[config.mk]
export PLATFORM = sky130hd
export DESIGN_NAME = frv_alu
export DESIGN_NICKNAME = d
export VERILOG_FILES = /design/src/rtl/core/frv_pkg.sv /design/src/rtl/core/frv_alu.sv
export SDC_FILE = /design/constraint.sdc
export NUM_CORES = 1
export LEC_CHECK = 0
export ABC_AREA = 1
export BUFFER_PORTS_ARGS = -buffer_cell sky130_fd_sc_hd__buf_2
export CORE_MARGIN = 1
export CORE_UTILIZATION = 50
export DETAILED_ROUTE_END_ITERATION = 10
export PLACE_DENSITY = 0.87
export SYNTH_ARGS = -nofsm -noshare
export SYNTH_HDL_FRONTEND = slang
export SYNTH_SLANG_ARGS = --single-unit
[constraint.sdc]
create_clock -name vclk -period 2.6
set_clock_uncertainty 0.2 [all_clocks]
set_input_delay 0.26 -clock vclk [all_inputs]
set_output_delay 0.26 -clock vclk [all_outputs]
set_load 0.03 [all_outputs]
[src/rtl/core/frv_pkg.sv]
// Shared constants and types for the frame reorder and release block.
package frv_pkg;

  localparam int QUEUE_DEPTH_DEF = 64;
  localparam int STORE_SLOTS     = 8;
  localparam int STORE_W         = 3;
  localparam int REPEAT_ADVANCE  = 4;
  localparam int DIDX_W          = 16;
  localparam int WORD_W          = 32;
  localparam int ALU_W           = WORD_W + 1;
  localparam int IN_TDATA_W      = 96;
  localparam int IN_TUSER_W      = 3;
  localparam int OUT_TDATA_W     = 128;
  localparam int CFG_IDX_W       = 2;

  typedef enum logic [CFG_IDX_W-1:0] {
    CFG_VBV_ENABLE = 2'd0,
    CFG_VBV_SIZE   = 2'd1,
    CFG_VBV_BPF    = 2'd2
  } cfg_idx_t;

  typedef enum logic {
    ALU_ADD,
    ALU_SUB
  } alu_op_t;

  typedef struct packed {
    logic             neg;
    logic [ALU_W-1:0] val;
  } alu_res_t;

  typedef struct packed {
    logic [WORD_W-1:0]      disp;
    logic [WORD_W-1:0]      bits;
    logic                   key;
    logic                   shown;
    logic                   rep;
    logic [STORE_W-1:0]     eslot;
    logic [STORE_SLOTS-1:0] refresh;
  } slot_entry_t;

endpackage

[src/rtl/core/frv_alu.sv]
// Shared add/subtract unit with sign output, used for slot modulo and fill update.
module frv_alu (
  input  frv_pkg::alu_op_t              op,
  input  logic [frv_pkg::ALU_W-1:0]     a,
  input  logic [frv_pkg::ALU_W-1:0]     b,
  output frv_pkg::alu_res_t             res
);

  logic [frv_pkg::ALU_W:0] sum;

  always_comb begin
    if (op == frv_pkg::ALU_SUB) begin
      sum = {1'b0, a} - {1'b0, b};
    end else begin
      sum = {1'b0, a} + {1'b0, b};
    end
    res.neg = sum[frv_pkg::ALU_W];
    res.val = sum[frv_pkg::ALU_W-1:0];
  end

endmodule

==> results of run 1 <==
cell usage after synthesis, drive strengths merged:
library cell / instances
nand2: 236
o21bai: 3
xnor2: 7
nor3: 12
a21oi: 40
o21a: 1
buf: 2
nand3: 37
fa: 1
ha: 34
a21o: 1
nor2: 95
inv: 128
o21ai: 37
xor2: 35
clkbuf: 1
nand4: 10
kinds of logic after synthesis:
group / share of synthesized area
and+or+nand+nor: 0.486
adders and majority gates: 0.131
AOI/OAI and AO/OA: 0.129
xor gates and xnor gates: 0.108
buffers and inverters: 0.145
stage by stage:
| stage | utilization | cells |
|---|---|---|
| detailed placement | 0.840 | 972 |
| global placement | 0.840 | 972 |
| floorplan | - | 680 |
==> summary.md, run 1 <==
| Metric | Value |
|---|---|
| Cell row count | 29 |
| Die Ht | between 80 and 90 um |
| Syn. warnings | 0 |
| Netlist cell types | 25 |
| Dpl cell area | 5430 sq um |
| Cell taking the most area after synthesis | nand2_1 |
| Stopped at | clock tree synthesis (4_1_cts) |
| Post-synth top area share | 0.247 |
| Syn avg cell area | between 4 and 5 sq um |
| GPL Wtd Cong | 0.993 |
| Post-CTS setup repair buffer count | 28 |
| Post-cts repair resize count | roughly 280 |
| Starting Density | 0.526 |
| Tool error | [ERROR DPL-0038] Utilization greater than 100%, impossible to legalize |
| Mapped Cells | 680 |
| CTS Hold Bufs | 0 |
| Dpl hpwl | approximately 12,000 um |
| # IOs | between 100 and 150 |
| Top post-synthesis cells by area | nand2_1 (25%), inv_1 (14%), ha_1 (13%), nor2_1 (9.7%), xor2_1 (9.0%) |
| Die X-Extent | ~84 um |
| Syn Nets | just under 800 |
| Status | stopped before the end |
| Post-synthesis cell area | between 3000 and 4000 sq um |
| Port Buffers | 101 |
| Post-synthesis sequential area ratio | 0 |
| Post-placement setup slack | -0.727 ns |
==> run 2, diff against run 1 <==
CORE_UTILIZATION = 40   (was 50)
PLACE_DENSITY = not set   (was 0.87)
PLACE_DENSITY_LB_ADDON = 0.15   (was not set)
clock period = 3.4 ns   (was 2.6 ns; I/O delays follow)
==> summary.md, run 2 <==
| Metric | Value |
|---|---|
| DIE AREA | 8870 sq um |
| Via/cell ratio | about 5 |
| Die Ht | 94.2 um (+12%) |
| Largest net degree at the start of global routing | 20 |
| Core Box Area | 8220 sq um |
| TNS Setup | 0 ns |
| Crit Path Class | in -> out |
| Diode count | 0 |
| Dpl hpwl | 10,300 um (-16%) |
| Dpl cell area | 4380 sq um (-19%) |
| Worst-margin pin slew | 0.335 ns |
| DRT Pass-1 Iters | 5 |
| # IOs | 101 (unchanged) |
| Final ANT Viol Nets | 0 |
| Most common cell after layout, fill and taps aside | nand2_1 |
| Lkg Pwr | ~2.8 nW |
| Design Area, Final | approximately 5500 sq um |
| Post-placement setup slack | -0.125 ns (+0.602 ns) |
| Power Total | roughly 1.5 mW |
| Power per Cell Area | between 200 and 300 nW/um^2 |
| Ratio of cells with drive above 1 in the final layout | 0.421 |
| Minimum clock period after layout | 3.34 ns |
| Post-synth top area share | 0.247 (unchanged) |
| Tcrit/Tclk final | 0.984 |
| Endpoint arrival time on the critical path | between 2 and 3 ns |
| Via count | 4,676 |
| Commonest cells after routing, fill and taps aside | nand2_1 (182), inv_1 (115), buf_2 (86) |
| Max-Cap Viols | 0 |
| Final setup violation count | 0 |
| Vias in the first global route | around 4,300 |
| DR WL/cell | between 10 and 15 um |
| Final net count | between 900 and 1,000 |
| Die X-Extent | 94.2 um (+12%) |
| GRT Overall Usage | 0.266 |
| RSZ-0062 raised after global routing | true |
| Clock buffers | 0 |
| Setup crit end kind | output port |
| Syn avg cell area | 5.00 sq um (unchanged) |
| DR DRC count | 0 |
| Max FO, Critical Path | 4 |
| Starting Density | 0.414 (-0.113) |
| Layout Cells excl Fill | between 900 and 1,000 |
| Worst IR Drop VDD | about 0.00014 V |
| Min-delay worst type | in -> out |
| Max Slew Vio Count | 0 |
| Antenna violations before repair | 0 |
| Max-slew headroom | 0.775 |
| Syn Nets | 782 (unchanged) |
| Commonest cells post-synth | nand2_1 (224), inv_1 (128), nor2_1 (88) |
| Syn. warnings | 0 (unchanged) |
| Post-synthesis cell area | 3400 sq um (unchanged) |
| Fmax | ~0.3 GHz |
| WL final | 12,600 um |
| Remaining Overflow, GRT | 0 |
| Post-layout util | 0.664 |
| Netlist cell types | 25 (unchanged) |
| WP data required | 2.86 ns |
| Post-synthesis sequential area ratio | 0 (unchanged) |
| Mapped Cells | 680 (unchanged) |
| CTS Hold Bufs | 0 (unchanged) |
| FFs & Latches | 0 |
| Final setup margin | ~0.056 ns |
| Synth-to-Final Area Change | 60.5% |
| Port Buffers | 101 (unchanged) |
| Most frequent cell after synthesis | nand2_1 |
| Final Hold Violating Endpoints | 0 |
| GPL Wtd Cong | 0.903 (-9.1%) |
| Register area | 0 sq um |
| Cell taking the most area after synthesis | nand2_1 |
| Hold WS | 0.886 ns |
| Worst Setup Start Kind | input pin |
| Fill cells | between 700 and 800 |
| Top post-synthesis cells by area | nand2_1 (25%), inv_1 (14%), ha_1 (13%), nor2_1 (9.7%), xor2_1 (9.0%) |
| Wire length of the first global-routing pass | 18,900 um |
| DP Cell Count | 929 (-4.4%) |
| Status | completed |
| Cell row count | 33 (+14%) |
| Iteration-0 DRC count of the detailed router | around 210 |
[run 2: cell counts after synthesis]
No cell type changed its count.
[run 2: cell type report]
type	count	area, sq um	share of cell area
Tap cell	105	131	0.0241
Timing Repair Buffer	160	1060	0.194
Multi-Input combinational cell	549	3780	0.694
Inverter	128	480	0.0881
[run 2: timing repair]
action,in CTS,in global routing
setup buffers,2,11
pin swaps,5,53
setup endpoints to repair,18,24
resized for setup,27,238
[run 2: worst max-delay path, stage by stage]
cell     delay [ns]
buf_2          0.13
nor2_4         0.14
buf_4          0.13
nand4_4        0.11
nor2_4         0.21
nand2_2        0.07
buf_4          0.15
o21ai_1        0.14
nand2_1        0.06
nand2_1        0.05
nand2_1        0.08
ha_1           0.32
nand2_1        0.12
inv_1          0.06
a21oi_2        0.13
nand2_1        0.09
a21oi_2        0.14
nand2_1        0.07
nand2_1        0.06
nand2_1        0.05
buf_4          0.16
[run 2: worst paths after layout]
path  from       to  slack, ns  cells past startpoint
max   b[4]  res[33]       0.06                     21
min   b[0]   res[0]       0.89                      4
[run 2: logic make-up after synthesis]
group,count (synthesis),synth area share
AND/OR/NAND/NOR,390,0.486
adder cells (fa/ha/maj),35,0.131
buffers and inverters,131,0.145
AO/OA/AOI/OAI,82,0.129
XOR/XNOR,42,0.108
[run 2: power by group]
group	total (mW)	leakage [nW]	switching [mW]	internal, mW
sequential	0	0	0	0
clock	0	0	0	0
combinational	1.54	2.85	0.948	0.591
total	1.54	2.85	0.948	0.591
[run 2: metal layers]
metal	share of wire	wire length [um]	GRT usage
met3	0.036	458	0.00890
met4	0.014	171	0.0321
met1	0.46	5860	0.365
met2	0.49	6130	0.468
met5	0	0	0
(Power assumes the default switching activity.)
